[config.mk]
export PLATFORM = sky130hd
export DESIGN_NAME = infix_to_postfix_converter_core
export DESIGN_NICKNAME = d
export VERILOG_FILES = /design/src/itp_pkg.sv /design/src/itp_ram.sv /design/src/itp_fifo.sv /design/src/itp_front.sv /design/src/itp_back.sv /design/src/infix_to_postfix_converter_core.sv
export SDC_FILE = /design/constraint.sdc
export NUM_CORES = 1
export LEC_CHECK = 0
export BUFFER_PORTS_ARGS = -buffer_cell sky130_fd_sc_hd__buf_2
export CAP_MARGIN = 40
export CORE_AREA = 2 2 147 149
export CTS_CLUSTER_DIAMETER = 40
export DETAILED_ROUTE_END_ITERATION = 12
export DIE_AREA = 0 0 149 151
export PLACE_DENSITY = 0.6
export RECOVER_POWER = 50
export SLEW_MARGIN = 15
export SYNTH_ARGS = -nofsm -noshare
export SYNTH_HDL_FRONTEND = slang
export SYNTH_HIERARCHICAL = 1
export SYNTH_SLANG_ARGS = --single-unit
[constraint.sdc]
create_clock -name clk -period 5.35 [get_ports clk]
set_clock_uncertainty 0.2 [all_clocks]
set_input_delay 0.535 -clock clk [delete_from_list [all_inputs] [get_ports clk]]
set_output_delay 0.535 -clock clk [all_outputs]
set_load 0.01 [all_outputs]
[src/itp_pkg.sv]
// Shared types and codes for the infix-to-postfix converter.
// No dependencies; itp_front, itp_back and the top level use this package.
`default_nettype none

package itp_pkg;

	localparam int STACK_DEPTH_DEF = 16;
	localparam int VALUE_BITS_DEF  = 16;
	localparam int VAL_W           = 16;
	localparam int QUEUE_DEPTH     = 2;
	localparam int ENT_W           = 3;

	// input token kinds
	localparam logic [1:0] TOK_OPERAND  = 2'd0;
	localparam logic [1:0] TOK_OPERATOR = 2'd1;
	localparam logic [1:0] TOK_LPAREN   = 2'd2;
	localparam logic [1:0] TOK_RPAREN   = 2'd3;

	// classified commands, front to back
	localparam logic [2:0] CMD_OPERAND  = 3'd0;
	localparam logic [2:0] CMD_OPERATOR = 3'd1;
	localparam logic [2:0] CMD_LPAREN   = 3'd2;
	localparam logic [2:0] CMD_RPAREN   = 3'd3;
	localparam logic [2:0] CMD_END      = 3'd4;

	// result kinds
	localparam logic [1:0] KIND_OPERAND  = 2'd0;
	localparam logic [1:0] KIND_OPERATOR = 2'd1;
	localparam logic [1:0] KIND_END      = 2'd2;
	localparam logic [1:0] KIND_ERROR    = 2'd3;

	// error codes
	localparam logic [1:0] ERR_NONE     = 2'd0;
	localparam logic [1:0] ERR_CLOSE    = 2'd1;
	localparam logic [1:0] ERR_OPEN     = 2'd2;
	localparam logic [1:0] ERR_OVERFLOW = 2'd3;

	// stack entry: operator code 0..3, or the left parenthesis mark
	localparam logic [ENT_W-1:0] LPAREN_MARK = 3'd4;

	typedef struct packed {
		logic [2:0]       kind;
		logic [1:0]       code;
		logic [VAL_W-1:0] value;
	} cmd_t;

	typedef struct packed {
		logic [1:0]       kind;
		logic [1:0]       opr;
		logic [VAL_W-1:0] value;
		logic [1:0]       err;
		logic             last;
	} res_t;

endpackage

`default_nettype wire

[src/itp_ram.sv]
// Generic single-port-write, single-port-read RAM with registered read data.
// No dependencies.
`default_nettype none

module itp_ram #(
	parameter int WIDTH = 8,
	parameter int DEPTH = 16
) (
	input  wire logic                     clk,
	input  wire logic                     we,
	input  wire logic [$clog2(DEPTH)-1:0] waddr,
	input  wire logic [WIDTH-1:0]         wdata,
	input  wire logic [$clog2(DEPTH)-1:0] raddr,
	output logic      [WIDTH-1:0]         rdata
);

	logic [WIDTH-1:0] mem [DEPTH];

	always_ff @(posedge clk) begin
		if (we) begin
			mem[waddr] <= wdata;
		end
		rdata <= mem[raddr];
	end

endmodule

`default_nettype wire

[src/itp_fifo.sv]
// Small register-based queue with full/empty flags.
// No dependencies; used for the command queue and the result queue.
`default_nettype none

module itp_fifo #(
	parameter int WIDTH = 8,
	parameter int DEPTH = 2
) (
	input  wire logic             clk,
	input  wire logic             arst_n,
	input  wire logic             wr_en,
	input  wire logic [WIDTH-1:0] wr_data,
	output logic                  full,
	input  wire logic             rd_en,
	output logic      [WIDTH-1:0] rd_data,
	output logic                  empty
);

	localparam int PW = $clog2(DEPTH);
	localparam int CW = $clog2(DEPTH + 1);

	logic [WIDTH-1:0] mem_q [DEPTH];
	logic [PW-1:0]    wr_ptr_q, rd_ptr_q;
	logic [CW-1:0]    cnt_q;
	logic             do_wr, do_rd;

	assign full    = (cnt_q == CW'(DEPTH));
	assign empty   = (cnt_q == '0);
	assign do_wr   = wr_en && !full;
	assign do_rd   = rd_en && !empty;
	assign rd_data = mem_q[rd_ptr_q];

	always_ff @(posedge clk) begin
		if (do_wr) begin
			mem_q[wr_ptr_q] <= wr_data;
		end
	end

	always_ff @(posedge clk or negedge arst_n) begin
		if (!arst_n) begin
			wr_ptr_q <= '0;
			rd_ptr_q <= '0;
			cnt_q    <= '0;
		end else begin
			if (do_wr) begin
				wr_ptr_q <= (wr_ptr_q == PW'(DEPTH - 1)) ? '0 : wr_ptr_q + 1'b1;
			end
			if (do_rd) begin
				rd_ptr_q <= (rd_ptr_q == PW'(DEPTH - 1)) ? '0 : rd_ptr_q + 1'b1;
			end
			if (do_wr && !do_rd) begin
				cnt_q <= cnt_q + 1'b1;
			end else if (do_rd && !do_wr) begin
				cnt_q <= cnt_q - 1'b1;
			end
		end
	end

endmodule

`default_nettype wire

[src/itp_front.sv]
// Front end: classifies incoming tokens into commands and queues them.
// Depends on itp_pkg and itp_fifo.
`default_nettype none

module itp_front #(
	parameter int VALUE_BITS = itp_pkg::VALUE_BITS_DEF
) (
	input  wire logic                    clk,
	input  wire logic                    arst_n,
	input  wire logic                    push,
	output logic                         full,
	input  wire logic                    op,
	input  wire logic [1:0]              token_kind,
	input  wire logic [1:0]              operator_code,
	input  wire logic [itp_pkg::VAL_W-1:0] operand_value,
	input  wire logic                    cmd_pop,
	output logic                         cmd_valid,
	output itp_pkg::cmd_t                cmd
);

	localparam int MB = (VALUE_BITS < itp_pkg::VAL_W) ? VALUE_BITS : itp_pkg::VAL_W;
	localparam logic [itp_pkg::VAL_W-1:0] VAL_MASK =
		{itp_pkg::VAL_W{1'b1}} >> (itp_pkg::VAL_W - MB);

	itp_pkg::cmd_t cmd_in;
	logic          cmd_empty;

	always_comb begin
		cmd_in.code  = operator_code;
		cmd_in.value = operand_value & VAL_MASK;
		if (op) begin
			cmd_in.kind = itp_pkg::CMD_END;
		end else begin
			unique case (token_kind)
				itp_pkg::TOK_OPERAND:  cmd_in.kind = itp_pkg::CMD_OPERAND;
				itp_pkg::TOK_OPERATOR: cmd_in.kind = itp_pkg::CMD_OPERATOR;
				itp_pkg::TOK_LPAREN:   cmd_in.kind = itp_pkg::CMD_LPAREN;
				itp_pkg::TOK_RPAREN:   cmd_in.kind = itp_pkg::CMD_RPAREN;
				default:               cmd_in.kind = itp_pkg::CMD_OPERAND;
			endcase
		end
	end

	itp_fifo #(
		.WIDTH ($bits(itp_pkg::cmd_t)),
		.DEPTH (itp_pkg::QUEUE_DEPTH)
	) u_cmd_q (
		.clk     (clk),
		.arst_n  (arst_n),
		.wr_en   (push),
		.wr_data (cmd_in),
		.full    (full),
		.rd_en   (cmd_pop),
		.rd_data (cmd),
		.empty   (cmd_empty)
	);

	assign cmd_valid = !cmd_empty;

endmodule

`default_nettype wire

[src/itp_back.sv]
// Back end: operator stack and the shunting-yard step, one action per cycle while the result queue has room.
// Depends on itp_pkg and itp_ram.
`default_nettype none

module itp_back #(
	parameter int STACK_DEPTH = itp_pkg::STACK_DEPTH_DEF
) (
	input  wire logic          clk,
	input  wire logic          arst_n,
	input  wire logic          cmd_valid,
	input  wire itp_pkg::cmd_t cmd,
	output logic               cmd_pop,
	input  wire logic          out_full,
	output logic               res_push,
	output itp_pkg::res_t      res
);

	localparam int AW = $clog2(STACK_DEPTH);
	localparam int CW = $clog2(STACK_DEPTH + 1);

	logic [CW-1:0]              count_q, count_d, under_cnt;
	logic                       disc_q;
	logic [itp_pkg::ENT_W-1:0]  top_q, under, push_ent;
	logic                       has_top, has_under, top_lp, under_lp, stk_full;
	logic                       top_pops, under_pops;
	logic                       emit, stk_push, stk_pop, stk_clear, disc_set, disc_clr;

	// top of stack lives in top_q; the RAM returns the entry beneath it
	itp_ram #(
		.WIDTH (itp_pkg::ENT_W),
		.DEPTH (STACK_DEPTH)
	) u_stack (
		.clk   (clk),
		.we    (stk_push),
		.waddr (count_q[AW-1:0]),
		.wdata (push_ent),
		.raddr (under_cnt[AW-1:0]),
		.rdata (under)
	);

	assign under_cnt  = count_d - CW'(2);
	assign has_top    = (count_q != '0);
	assign has_under  = (count_q > CW'(1));
	assign top_lp     = (top_q == itp_pkg::LPAREN_MARK);
	assign under_lp   = (under == itp_pkg::LPAREN_MARK);
	assign stk_full   = (count_q == CW'(STACK_DEPTH));
	// stacked operator leaves when its precedence is equal or higher
	assign top_pops   = has_top && !top_lp && (top_q[1] || !cmd.code[1]);
	assign under_pops = has_under && !under_lp && (under[1] || !cmd.code[1]);

	always_comb begin
		emit      = 1'b0;
		cmd_pop   = 1'b0;
		stk_push  = 1'b0;
		stk_pop   = 1'b0;
		stk_clear = 1'b0;
		disc_set  = 1'b0;
		disc_clr  = 1'b0;
		push_ent  = itp_pkg::LPAREN_MARK;
		res       = '0;
		if (cmd_valid) begin
			if (disc_q && cmd.kind != itp_pkg::CMD_END) begin
				cmd_pop = 1'b1;
			end else begin
				unique case (cmd.kind)
					itp_pkg::CMD_OPERAND: begin
						emit      = 1'b1;
						res.kind  = itp_pkg::KIND_OPERAND;
						res.value = cmd.value;
						res.last  = 1'b1;
						cmd_pop   = 1'b1;
					end
					itp_pkg::CMD_LPAREN: begin
						cmd_pop = 1'b1;
						if (stk_full) begin
							emit      = 1'b1;
							res.kind  = itp_pkg::KIND_ERROR;
							res.err   = itp_pkg::ERR_OVERFLOW;
							res.last  = 1'b1;
							stk_clear = 1'b1;
							disc_set  = 1'b1;
						end else begin
							stk_push = 1'b1;
						end
					end
					itp_pkg::CMD_OPERATOR: begin
						if (top_pops) begin
							emit     = 1'b1;
							res.kind = itp_pkg::KIND_OPERATOR;
							res.opr  = top_q[1:0];
							res.last = !under_pops;
							stk_pop  = 1'b1;
						end else if (stk_full) begin
							emit      = 1'b1;
							res.kind  = itp_pkg::KIND_ERROR;
							res.err   = itp_pkg::ERR_OVERFLOW;
							res.last  = 1'b1;
							stk_clear = 1'b1;
							disc_set  = 1'b1;
							cmd_pop   = 1'b1;
						end else begin
							stk_push = 1'b1;
							push_ent = {1'b0, cmd.code};
							cmd_pop  = 1'b1;
						end
					end
					itp_pkg::CMD_RPAREN: begin
						if (!has_top) begin
							emit      = 1'b1;
							res.kind  = itp_pkg::KIND_ERROR;
							res.err   = itp_pkg::ERR_CLOSE;
							res.last  = 1'b1;
							stk_clear = 1'b1;
							disc_set  = 1'b1;
							cmd_pop   = 1'b1;
						end else if (top_lp) begin
							stk_pop = 1'b1;
							cmd_pop = 1'b1;
						end else begin
							emit     = 1'b1;
							res.kind = itp_pkg::KIND_OPERATOR;
							res.opr  = top_q[1:0];
							res.last = has_under && under_lp;
							stk_pop  = 1'b1;
						end
					end
					itp_pkg::CMD_END: begin
						if (disc_q || !has_top) begin
							emit      = 1'b1;
							res.kind  = itp_pkg::KIND_END;
							res.last  = 1'b1;
							stk_clear = 1'b1;
							disc_clr  = 1'b1;
							cmd_pop   = 1'b1;
						end else if (top_lp) begin
							// unmatched open: drop the rest, end marker follows
							emit      = 1'b1;
							res.kind  = itp_pkg::KIND_ERROR;
							res.err   = itp_pkg::ERR_OPEN;
							stk_clear = 1'b1;
						end else begin
							emit     = 1'b1;
							res.kind = itp_pkg::KIND_OPERATOR;
							res.opr  = top_q[1:0];
							stk_pop  = 1'b1;
						end
					end
					default: begin
						cmd_pop = 1'b1;
					end
				endcase
			end
		end
		// hold everything while the result queue cannot take a word
		if (emit && out_full) begin
			cmd_pop   = 1'b0;
			stk_push  = 1'b0;
			stk_pop   = 1'b0;
			stk_clear = 1'b0;
			disc_set  = 1'b0;
			disc_clr  = 1'b0;
		end
		res_push = emit && !out_full;
	end

	always_comb begin
		priority if (stk_clear) begin
			count_d = '0;
		end else if (stk_push) begin
			count_d = count_q + 1'b1;
		end else if (stk_pop) begin
			count_d = count_q - 1'b1;
		end else begin
			count_d = count_q;
		end
	end

	always_ff @(posedge clk) begin
		if (stk_push) begin
			top_q <= push_ent;
		end else if (stk_pop) begin
			top_q <= under;
		end
	end

	always_ff @(posedge clk or negedge arst_n) begin
		if (!arst_n) begin
			count_q <= '0;
			disc_q  <= 1'b0;
		end else begin
			count_q <= count_d;
			if (disc_set) begin
				disc_q <= 1'b1;
			end else if (disc_clr) begin
				disc_q <= 1'b0;
			end
		end
	end

	a_count_bound: assert property (@(posedge clk) disable iff (!arst_n)
		count_q <= CW'(STACK_DEPTH))
		else $error("stack count beyond depth");

	a_disc_empty: assert property (@(posedge clk) disable iff (!arst_n)
		disc_q |-> (count_q == '0))
		else $error("stack not empty while discarding");

	a_end_clears: assert property (@(posedge clk) disable iff (!arst_n)
		(cmd_pop && cmd.kind == itp_pkg::CMD_END) |=> (count_q == '0 && !disc_q))
		else $error("end item left state behind");

	a_err_clears: assert property (@(posedge clk) disable iff (!arst_n)
		(res_push && res.kind == itp_pkg::KIND_ERROR) |=> (count_q == '0))
		else $error("error result did not clear the stack");

	a_push_top: assert property (@(posedge clk) disable iff (!arst_n)
		stk_push |=> (top_q == $past(push_ent) && count_q == $past(count_q) + 1'b1))
		else $error("push did not update top of stack");

endmodule

`default_nettype wire

[src/infix_to_postfix_converter_core.sv]
// Top level of the infix-to-postfix converter: front end, back end, result queue.
// Depends on itp_pkg, itp_front, itp_back and itp_fifo.
//
//  channel  | handshake       | words
//  ---------+-----------------+--------------------------------------------------
//  input    | push / full     | op, token_kind, operator_code, operand_value
//  result   | empty / pop     | out_kind, out_operator, out_value, error_code, last
//
// Steps: the back end takes one action per token, plus one action for every
// stacked operator that the token releases; an end item takes one action per
// flushed entry plus one for the end marker. Words pass through both queues.
// Reset: asynchronous, clears the queues, stack count and discard flag; the
// stack RAM is not cleared, so there is no clearing pass after reset.
// Stalls: a full result queue holds the back end; a full command queue
// raises full on the input side.
`default_nettype none

module infix_to_postfix_converter_core #(
	parameter int STACK_DEPTH = itp_pkg::STACK_DEPTH_DEF,
	parameter int VALUE_BITS  = itp_pkg::VALUE_BITS_DEF
) (
	input  wire logic                      clk,
	input  wire logic                      arst_n,
	input  wire logic                      push,
	output logic                           full,
	input  wire logic                      op,
	input  wire logic [1:0]                token_kind,
	input  wire logic [1:0]                operator_code,
	input  wire logic [itp_pkg::VAL_W-1:0] operand_value,
	output logic                           empty,
	input  wire logic                      pop,
	output logic [1:0]                     out_kind,
	output logic [1:0]                     out_operator,
	output logic [itp_pkg::VAL_W-1:0]      out_value,
	output logic [1:0]                     error_code,
	output logic                           last
);

	itp_pkg::cmd_t cmd;
	itp_pkg::res_t res, res_head;
	logic          cmd_valid, cmd_pop, res_push, res_full;

	// classify and queue incoming tokens
	itp_front #(
		.VALUE_BITS (VALUE_BITS)
	) u_front (
		.clk           (clk),
		.arst_n        (arst_n),
		.push          (push),
		.full          (full),
		.op            (op),
		.token_kind    (token_kind),
		.operator_code (operator_code),
		.operand_value (operand_value),
		.cmd_pop       (cmd_pop),
		.cmd_valid     (cmd_valid),
		.cmd           (cmd)
	);

	// run the operator stack; advance one action per cycle while the result queue has room
	itp_back #(
		.STACK_DEPTH (STACK_DEPTH)
	) u_back (
		.clk       (clk),
		.arst_n    (arst_n),
		.cmd_valid (cmd_valid),
		.cmd       (cmd),
		.cmd_pop   (cmd_pop),
		.out_full  (res_full),
		.res_push  (res_push),
		.res       (res)
	);

	// hold finished words until the consumer pops them
	itp_fifo #(
		.WIDTH ($bits(itp_pkg::res_t)),
		.DEPTH (itp_pkg::QUEUE_DEPTH)
	) u_res_q (
		.clk     (clk),
		.arst_n  (arst_n),
		.wr_en   (res_push),
		.wr_data (res),
		.full    (res_full),
		.rd_en   (pop),
		.rd_data (res_head),
		.empty   (empty)
	);

	assign out_kind     = res_head.kind;
	assign out_operator = res_head.opr;
	assign out_value    = res_head.value;
	assign error_code   = res_head.err;
	assign last         = res_head.last;

endmodule

`default_nettype wire
==> impl_results.md, run 1 <==
* Status: finished, final reports clean
* Mapped Nets at just under 500
* Post-Route WL at 13920 um
* Core outline area at between 20000 and 25000 um^2
* Max-cap violations at 0
* Congestion Overflow GR at 0
* Critical setup path kind: flip-flop to flip-flop
* CTS Buffer Depth at 2
* Crit-path max FO at 13
* Wire per inst at approximately 17 um
* Fmax at 208.7 MHz
* Cell taking the most area after synthesis: edfxtp_1
* FP Rows at 53
* Pwr Density at approximately 630 nW/um^2
* Drt first pass iters at 5
* Main combinational cell family by area after synthesis: multiplexers
* I/O Buffers at slightly below 50
* Vert. Die Dim at around 150 um
* Clock Power Share at 22.3%
* Mux contribution to synthesized area at a little over an eighth
* Ports at 50
* Syn Area/Cell at between 15 and 20 um^2
* Slew HR at between 10% and 20%
* Slew @ Worst Pin at ~1.3 ns
* Final TNS setup at 0 ns
* Final min period at around 4.8 ns
* Antenna Nets Post-Route at 0
* Leak at a little under 3 nW
* Finished layout cell area at 8175 um^2
* Hold crit path type: primary input to flip-flop
* Adder-cell share of the synthesized area at under 10%
* Setup crit start kind: flip-flop
* Post-synthesis cell area at roughly 7200 um^2
* Drt initial violations at 416
* Post-DR vias/cell at 4.931
* Nets at about 550
* Root Driver: clkbuf_16
* Initial Util at about a third
* Vias in the first global route at ~4200
* # setup viols final at 0
* Remaining DRCs at 0
* First-pass GRT wire length at roughly 23000 um
* Layout area overhead at 13.97%
* RePlAce Congestion at slightly above 0.8
* CTS Sinks at roughly 160
* Final slew viol count at 0
* Number of flops mapped to enable cells by yosys at 139
* Share of cells above drive strength 1 at 21.87%
* Sw Pwr at between 1.5 and 2 mW
* Unique masters post-synth at 66
* Post-CTS Setup Repair Bufs at 0
* Hold Vio Cnt, Final at 0
* Clock Latency Late Sink at a little over 0.4 ns
* Main synth FF type: edfxtp_1
* Total track usage at a little over an eighth
* Synth Area in XOR/XNOR at under 10%
* CTS tree: yes
* Crit. End Element: flip-flop
* Worst VDD drop at between 200 and 300 uV
* Sw Ratio at ~37%
* H-Tree Depth at 4
* Synth warn at 6
* Post-Synth Simple-Gate Area at 9.977%
* Overall Power at roughly 5 mW
* Top cell type's share of synthesized area at 58.19%
* Critical path arrival at between 4 and 5 ns
* Die width at around 150 um
* Cts repair resizes at 0
* Post-DP Area at approximately 7700 um^2
* CTS clk-pin slew, worst paths at roughly 0.070 ns
* Gate power share at between 40% and 50%
* Vias after detailed routing at around 4000
* Initial antenna violation count at 1
* Sequential-to-total area share from yosys stat at between 60% and 70%
* Pin count of the biggest net entering global routing at 24
* Synthesis-stage register bit count at between 150 and 200
* Req. time, crit path at between 5 and 6 ns
* DPL Wire Length at between 10000 and 15000 um
* DIE AREA at ~22000 um^2
* Worst hold slack at slightly above 0.1 ns
* Asr flop ratio synth at between 8 and 9%
* RSZ-0062 raised after global routing: no
* CTS Buf Count at 17
* Post-Syn Instances at about 460
* Top post-synthesis cells by area: edfxtp_1 58%, mux2_4 8.0%, dfrtp_1 4.9%
* Synth Area in Compound Gates at slightly below 7%
* Final Cycle Share at between 80% and 90%
* Sequential power share at between 30% and 40%
* Post-cts hold buffer count at 1
* Int Pwr at ~3.2 mW
-- Yosys cell counts, types with 9 or more instances --
master,instances
mux2_4,38
nand2_1,11
o21ai_0,9
dfrtp_1,14
edfxtp_1,139
inv_1,18
a21oi_1,12
nor2_1,32
nand3_1,13
and3_1,18
-- layout by cell type (no fill, tap or decap), types with 10 or more instances in the layout --
cell       count
edfxtp_1     139
buf_2         31
nor2_1        31
clkbuf_1      22
mux2_4        20
mux2_1        20
inv_1         18
and3_1        18
clkbuf_16     17
dfrtp_1       14
nand3_1       13
nand2_1       12
a21oi_1       12
o21ai_0       10
-- registers in the layout, indices dropped and copies added (netlist names), 2 cells and up --
signal and count:
u_back/count_q 5, u_back/u_stack/rdata 3, u_front/u_cmd_q/mem_q 42, u_back/u_stack/mem 48
u_res_q/mem_q 46, u_back/top_q 3, u_res_q/cnt_q 2, u_front/u_cmd_q/cnt_q 2
-- cell type report --
| cell class | count | area (um^2) |
|---|---|---|
| repair buffers | 63 | 322.8 |
| multi-input cells | 265 | 2278 |
| well taps | 275 | 344.1 |
| inverters | 19 | 71.32 |
| clock inverters | 15 | 146.4 |
| diodes | 1 | 2.502 |
| fillers | 1953 | 12650 |
| clock buffers | 17 | 425.4 |
| flip-flops and latches | 156 | 4584 |
-- through the flow --
stage / cells / utilization (%) / setup WS (ns)
6_report: 811 / 39.26 / 0.5577
3_3_place_gp: 774 / 36.92 / 0.8210
4_1_cts: 810 / 39.94 / 0.6211
3_5_place_dp: 777 / 37.14 / 0.6344
2_1_floorplan: 459 / - / 1.272
5_1_grt: 810 / 39.25 / 0.2184
-- kinds of logic (layout without fill, tap and decap cells) --
logic type / count (synthesis) / count (layout)
flops: 156 / 156
simple gates: 126 / 126
compound gates: 62 / 62
mux: 56 / 56
buf+inv: 38 / 114
xor+xnor: 14 / 14
fa+ha+maj: 7 / 7
other cells: 0 / 1
-- worst paths after layout --
kind / end / start / slack (ns) / depth (start not counted)
setup / recovery: u_back/u_stack/rdata[0] / u_front/u_cmd_q/rd_ptr_q / 0.56 / 15
hold / removal: u_front/u_cmd_q/mem_q[1][8] / operand_value[8] / 0.10 / 1
setup reg to reg: u_back/u_stack/rdata[0] / u_front/u_cmd_q/rd_ptr_q / 0.56 / 15
hold reg to reg: u_res_q/rd_ptr_q / u_res_q/rd_ptr_q / 0.28 / 1
max in group asynchronous: u_front/u_cmd_q/rd_ptr_q / arst_n / 3.85 / 2
min in group asynchronous: u_res_q/cnt_q[1] / arst_n / 0.56 / 2
-- worst max-delay path, stage by stage, from the launching register on --
cell and delay [ns]:
dfrtp_1 0.37, buf_4 0.26, mux2_4 0.39, nor4b_1 0.52
o21ai_1 0.20, a311oi_2 0.59, o31ai_1 0.20, a221oi_1 0.24
buf_4 0.27, ha_1 0.24, inv_1 0.09, o2111ai_1 0.10
nor4b_2 0.51, nor2_1 0.17, a22oi_1 0.22, nand3_1 0.09
-- power groups by stage --
stage	clock (mW)	combinational [mW]	sequential, mW
2_1_floorplan	0	1.82	1.78
3_3_place_gp	0	2.23	1.84
3_5_place_dp	0	2.28	1.85
4_1_cts	1.17	2.29	1.82
5_1_grt	1.23	2.39	1.85
6_report	1.15	2.18	1.82
-- metal layers --
layer | wire (um) | up-vias | share of wire [%] | global-route usage, %
met5 | 0 | - | 0 | 0
met4 | 197 | 0 | 1.4 | 4.857
met3 | 588 | 13 | 4.2 | 3.645
met2 | 6823 | 78 | 49 | 21.89
met1 | 6309 | 2001 | 45 | 16.46
li1 | - | 1907 | - | -
(Power assumes the default switching activity.)
==> run 2, diff against run 1 <==
- BUFFER_PORTS_ARGS: -buffer_cell sky130_fd_sc_hd__buf_2 -> default
- CAP_MARGIN: 40 -> 20
- CELL_PAD_IN_SITES_DETAIL_PLACEMENT: default -> 0
- CELL_PAD_IN_SITES_GLOBAL_PLACEMENT: default -> 1
- DONT_BUFFER_PORTS: default -> 1
- PLACE_DENSITY: 0.6 -> 0.65
==> run 2 against run 1 <==
- die area unchanged
- non-clock buffer count decreased by 32
- wire length decreased by 1.5%
- design area increased by 0.14%
- via count decreased by 2.5%
- sequential power about the same
- first-iteration DRC count decreased by 45%
- global-route usage decreased by 0.51 points
- clock power increased by 6%
==> impl_results.md, run 2 (synthesized netlist as in run 1, its figures left out) <==
* Status: finished, final reports clean
* Worst hold slack at 0.1153 ns (+0.01449 ns)
* Most frequent cells in the layout: 139 x edfxtp_1, 31 x nor2_1, 25 x mux2_1
* Max incr delay on CP at 0.54 ns (-0.05 ns)
* Nets at 522 (-5.8%)
* Die width at 149 um (unchanged)
* CTS Buf Count at 17 (unchanged)
* CTS Buffer Depth at 2 (unchanged)
* Drt initial violations at 230 (-45%)
* # setup viols final at 0 (unchanged)
* Post-Route WL at 13710 um (-1.5%)
* Drt first pass iters at 4 (-1)
* Ant. Diodes at 0 (-1)
* Remaining DRCs at 0 (unchanged)
* CTS Sinks at 156 (unchanged)
* Initial antenna violation count at 0 (-1)
* DPL Wire Length at 9312 um (-7.3%)
* FP Rows at 53 (unchanged)
* Share of cells above drive strength 1 at 16.30% (-5.6 points)
* CP delay by family, top: simple AND/OR/NAND/NOR gates
* Post-DR vias/cell at 5.013 (+1.7%)
* Gr busiest metal: met2
* Vias in the first global route at 3926 (-7.2%)
* Congestion Overflow GR at 0 (unchanged)
* I/O Buffers at 0 (-100%)
* Hold Vio Cnt, Final at 0 (unchanged)
* Crit-path max FO at 13 (unchanged)
* Final slew viol count at 0 (unchanged)
* Layout area overhead at 14.13%
* Total track usage at 12.64% (-0.51 points)
* Final Cycle Share at 90.94% (+1.4 points)
* Ports at 50 (unchanged)
* Slowest-stage cell, CP: nor3b_1
* Worst path bufs/invs at 4 (+1)
* Final min period at 4.865 ns (+0.07280 ns)
* Critical path arrival at 4.97 ns (+0.07 ns)
* H-Tree Depth at 4 (unchanged)
* Root Driver: clkbuf_16
* Max-cap violations at 0 (unchanged)
* Leak at 2.861 nW (-1.6%)
* DIE AREA at 22500 um^2 (unchanged)
* CTS tree: yes
* Worst-path cell chain: buf_4 -> mux2_1 -> nor3b_1 -> a41oi_2 -> a311oi_2 -> buf_4 -> o31ai_1 -> a221oi_1 -> buf_4 -> ha_1 -> inv_1 -> o2111ai_1 -> nor4b_2 -> nor2b_1 -> a22oi_1 -> nand3_1
* RSZ-0062 raised after global routing: no
* GR Util met2 at 21.20% (-0.69 points)
* Worst VDD drop at 317.8 uV (+27%)
* Final core occ at 39.32% (+0.054 points)
* Crit path top cell by count: buf_4
* Initial Util at 34.45% (unchanged)
* First-pass GRT wire length at 21490 um (-5.3%)
* Met3 usage at 2.982% (-0.66 points)
* Crit. End Element: flip-flop
* Pin count of the biggest net entering global routing at 24 (unchanged)
* RePlAce Congestion at 0.8258 (+0.21%)
* Core outline area at 20820 um^2 (unchanged)
* Slew @ Worst Pin at 1.299 ns (+0.04386 ns)
* Top Registers: u_back/u_stack/mem: 48 flops, u_res_q/mem_q: 46 flops, u_front/u_cmd_q/mem_q: 42 flops
* Antenna Nets Post-Route at 0 (unchanged)
* Wire per inst at 17.63 um (+2.7%)
* Vert. Die Dim at 151 um (unchanged)
* GR Layer Usage met1 at 15.74% (-0.73 points)
* Vias after detailed routing at 3900 (-2.5%)
* Max FFs per register at 48 (unchanged)
* FILL cells at 1952 (-0.051%)
* Pwr Density at 629.5 nW/um^2 (about the same)
* Critical setup path kind: flip-flop to flip-flop
* Clock Latency Late Sink at 0.43 ns (+0.02 ns)
* Commonest non-fill, non-tap cell in the layout: edfxtp_1
* Fmax at 205.5 MHz (-1.5%)
* Slew HR at 13.37% (-2.9 points)
* Overall Power at 5.153 mW (+0.22%)
* Largest Register: u_back/u_stack/mem
* CTS clk-pin slew, worst paths at 0.07 ns (about the same)
* Req. time, crit path at 5.45 ns (about the same)
* Setup crit start kind: flip-flop
* Hold crit path type: primary input to flip-flop
* Final TNS setup at 0 ns (unchanged)
## run 2: cell count changes in the layout (fill, tap and decap cells not counted), moves of 2 or more
cell and delta:
dlygate4sd3_1 +19, inv_6 -2, clkinv_8 +4, mux2_2 -4, clkinv_4 +2, mux2_1 +5, clkinvlp_4 -3, inv_8 -2
buf_2 -31, clkbuf_1 -18
## run 2: metal layers
metal / wire length, um / vias to the layer above
li1: - / 1837
met1: 6143 / 1969
met2: 6803 / 78
met3: 512 / 16
met4: 255 / 0
met5: 0 / -
## run 2: worst paths after layout
path                                          start                           end  slack (ns)  cells after the start
max                        u_front/u_cmd_q/rd_ptr_q       u_back/u_stack/rdata[2]        0.48                     16
min in group asynchronous                    arst_n              u_res_q/rd_ptr_q        0.43                      1
min reg2reg                        u_res_q/rd_ptr_q              u_res_q/rd_ptr_q        0.27                      1
min                                              op  u_front/u_cmd_q/mem_q[1][19]        0.12                      1
max reg2reg                u_front/u_cmd_q/rd_ptr_q       u_back/u_stack/rdata[2]        0.48                     16
max in group asynchronous                    arst_n      u_front/u_cmd_q/cnt_q[1]        4.02                      1
## run 2: layout make-up
type	instances	area, um^2	area share [%]
flip-flops and latches	156	4584	56.00
repair buffers	31	267.8	3.271
multi-input cells	265	2297	28.06
inverters	19	71.32	0.8712
clock buffers	17	425.4	5.196
well taps	275	344.1	4.203
clock inverters	15	196.4	2.400
## run 2: timing repair
item	4_1_cts	5_1_grt
buffers inserted	0	0
endpoints found under the hold margin	52	0
hold buffers	20	0
resized for setup	0	0
## run 2: worst register-to-register path, cell delays in order, from the launching register on
cell,delay (ns)
dfrtp_1,0.37
buf_4,0.26
mux2_1,0.53
nor3b_1,0.54
a41oi_2,0.23
a311oi_2,0.31
buf_4,0.25
o31ai_1,0.12
a221oi_1,0.23
buf_4,0.27
ha_1,0.25
inv_1,0.09
o2111ai_1,0.10
nor4b_2,0.51
nor2b_1,0.18
a22oi_1,0.20
nand3_1,0.10
## run 2: where the power goes
group,switching [mW],leakage (nW),total [mW],internal (mW)
clock,0.545,0.298,1.22,0.674
sequential,0.147,1.46,1.80,1.65
combinational,1.24,1.10,2.13,0.894
total,1.93,2.86,5.15,3.22
## run 2: metrics by stage
stage | instances | instance area, um^2 | setup slack, ns
2_1_floorplan | 459 | 7173 | 1.272
3_3_place_gp | 725 | 7448 | 0.8235
3_5_place_dp | 725 | 7448 | 0.7203
4_1_cts | 777 | 8270 | 0.6848
5_1_grt | 778 | 8187 | 0.1761
6_report | 778 | 8187 | 0.4849
==> run 3, diff against run 2 <==
- CORE_AREA: 2 2 147 149 -> 2 2 158 160
- DIE_AREA: 0 0 149 151 -> 0 0 160 162
- PLACE_DENSITY: 0.65 -> 0.59
==> run 3 against run 2 <==
- via count decreased by 0.72%
- register-to-register slack improved by 0.09 ns
- total power about the same
- core utilization decreased by 5.2 points
- maximum frequency increased by 1.9%
- worst hold slack improved by 0.0071 ns
- combinational power about the same
- global-route usage decreased by 1.1 points
==> impl_results.md, run 3 (synthesized netlist as in run 1, its figures left out) <==
* Status: finished, final reports clean
* Met3 usage at 2.962% (-0.020 points)
* Final TNS setup at 0 ns (unchanged)
* Vias in the first global route at 3932 (+0.15%)
* CTS Buffer Depth at 2 (unchanged)
* Initial antenna violation count at 1 (+1)
* Final slew viol count at 0 (unchanged)
* CTS Buf Count at 17 (unchanged)
* Slew HR at 10.70% (-2.7 points)
* Share of cells above drive strength 1 at 16.50% (+0.20 points)
* GR Util met2 at 19.13% (-2.1 points)
* H-Tree Depth at 4 (unchanged)
* GR Layer Usage met1 at 14.65% (-1.1 points)
* Crit-path max FO at 15 (+2)
* Nets at 522 (unchanged)
* Max incr delay on CP at 0.71 ns (+0.17 ns)
* Worst-path cell chain: inv_1 -> ha_1 -> nor4b_1 -> o21ai_1 -> a311oi_2 -> buf_4 -> o31ai_1 -> a221oi_1 -> ha_1 -> inv_1 -> o2111ai_1 -> nor4b_2 -> nor2b_1 -> a22oi_1 -> nand3_1
* Commonest non-fill, non-tap cell in the layout: edfxtp_1
* Vert. Die Dim at 162 um (+7.3%)
* FILL cells at 2367 (+21%)
* Max-cap violations at 0 (unchanged)
* Overall Power at 5.158 mW (about the same)
* First-pass GRT wire length at 22830 um (+6.2%)
* Core outline area at 24110 um^2 (+16%)
* Final Cycle Share at 89.21% (-1.7 points)
* Levels on crit path at 15 (-1)
* Setup crit start kind: flip-flop
* Post-CTS Setup Repair Bufs at 0 (unchanged)
* Gr busiest metal: met2
* Crit. End Element: flip-flop
* CTS Sinks at 156 (unchanged)
* Wire per inst at 17.71 um (+0.46%)
* Ports at 50 (unchanged)
* FP Rows at 57 (+7.5%)
* RSZ-0062 raised after global routing: no
* Antenna Nets Post-Route at 0 (unchanged)
* Clock Latency Late Sink at 0.42 ns (about the same)
* CTS tree: yes
* Drt initial violations at 303 (+32%)
* R2R Setup Slk at 0.58 ns (+0.09 ns)
* RePlAce Congestion at 0.8317 (+0.71%)
* Die width at 160 um (+7.4%)
* Fmax at 209.5 MHz (+1.9%)
* Post-Route WL at 14660 um (+6.9%)
* Layout area overhead at 14.76%
* # setup viols final at 0 (unchanged)
* Final min period at 4.773 ns (-0.09227 ns)
* Critical setup path kind: flip-flop to flip-flop
* Drt first pass iters at 4 (unchanged)
* Vias after detailed routing at 3872 (-0.72%)
* Req. time, crit path at 5.44 ns (about the same)
* CP endpoint: u_back/u_stack/rdata[2]
* Congestion Overflow GR at 0 (unchanged)
* FF-to-FF path depth at 15 (-1)
* CP delay by family, top: simple AND/OR/NAND/NOR gates
* Hold Vio Cnt, Final at 0 (unchanged)
* Slowest-stage cell, CP: nor4b_1
* Max FFs per register at 48 (unchanged)
* Post-DR vias/cell at 4.676 (-6.7%)
* Hold crit path type: primary input to flip-flop
* Root Driver: clkbuf_16
* Slew @ Worst Pin at 1.339 ns (+0.04003 ns)
* DPL Wire Length at 10060 um (+8.1%)
* Hold Startpoint: op
* Worst path bufs/invs at 3 (-1)
* Start point of the critical path: u_back/count_q[1]
* Pwr Density at 626.6 nW/um^2 (-0.46%)
* Total track usage at 11.54% (-1.1 points)
* Critical path arrival at 4.86 ns (-0.11 ns)
* DIE AREA at 25920 um^2 (+15%)
* Most frequent cells in the layout: 139 x edfxtp_1, 31 x nor2_1, 24 x mux2_1
* R2R Path Start: u_back/count_q[1]
* I/O Buffers at 0 (unchanged)
* CTS clk-pin slew, worst paths at 0.07 ns (about the same)
* Remaining DRCs at 0 (unchanged)
* Worst VDD drop at 265.8 uV (-16%)
* Leak at 2.860 nW (about the same)
* Worst r2r dst: u_back/u_stack/rdata[2]
* Initial Util at 29.76% (-4.7 points)
* Top Registers: u_back/u_stack/mem: 48 flops, u_res_q/mem_q: 46 flops, u_front/u_cmd_q/mem_q: 42 flops
* Largest Register: u_back/u_stack/mem
* Pin count of the biggest net entering global routing at 24 (unchanged)
run 3: changes by cell type in the layout (fill, tap and decap cells not counted), sizes merged:
cell      previous run  this run
inv                 24        27
clkinvlp             1         2
clkinv               8         4
buf                  7         8
diode                0         1
clkbuf              21        20
run 3: worst min-delay path by stage:
stage                                              end  cells past startpoint
final                     u_front/u_cmd_q/mem_q[0][18]                      1
after global routing      u_front/u_cmd_q/mem_q[0][19]                      1
after CTS                 u_front/u_cmd_q/mem_q[0][20]                      0
after detailed placement              u_res_q/cnt_q[0]                      0
after global placement                u_res_q/wr_ptr_q                      0
after floorplan                      u_back/count_q[0]                      0
run 3: layer usage:
metal	vias to the layer above	share of wire, %
li1	1832	-
met1	1941	45
met2	88	50
met3	11	4.3
met4	0	0.98
met5	-	0
run 3: stage by stage:
| step | utilization, % | area (um^2) | worst slack (ns) | hold WS, ns | instances |
|---|---|---|---|---|---|
| floorplan | - | 7173 | 1.272 | 0.03941 | 459 |
| global placement | 31.10 | 7497 | 0.7315 | 0.04051 | 773 |
| detailed placement | 31.10 | 7497 | 0.7539 | 0.04037 | 773 |
| CTS | 34.37 | 8284 | 0.7127 | 0.000009881 | 824 |
| global route | 34.15 | 8232 | 0.2932 | 0.1063 | 828 |
| finish | 34.15 | 8232 | 0.5772 | 0.1224 | 828 |
run 3: report_power, final:
group / switching (mW) / internal [mW]
sequential: 0.174 / 1.65
combinational: 1.23 / 0.899
clock: 0.535 / 0.667
total: 1.94 / 3.22
run 3: cell type report:
class / count / area (um^2) / area share, %
repair buffers: 31 / 279.0 / 3.390
well taps: 324 / 405.4 / 4.925
clock inverters: 15 / 171.4 / 2.082
flip-flops and latches: 156 / 4584 / 55.69
diodes: 1 / 2.502 / 0.03040
clock buffers: 17 / 425.4 / 5.168
multi-input cells: 265 / 2292 / 27.85
inverters: 19 / 71.32 / 0.8664
run 3: worst register-to-register path, stage by stage, from the launching register on:
cell and delay, ns:
dfrtp_1 0.54, inv_1 0.18, ha_1 0.21, nor4b_1 0.71, o21ai_1 0.30, a311oi_2 0.27, buf_4 0.26, o31ai_1 0.13
a221oi_1 0.35, ha_1 0.30, inv_1 0.09, o2111ai_1 0.10, nor4b_2 0.53, nor2b_1 0.18, a22oi_1 0.21, nand3_1 0.11
run 3: repair_timing:
item / in CTS / in global routing
gates resized for setup: 0 / 0
hold buffers: 19 / 1
hold endpoints to repair: 50 / 2
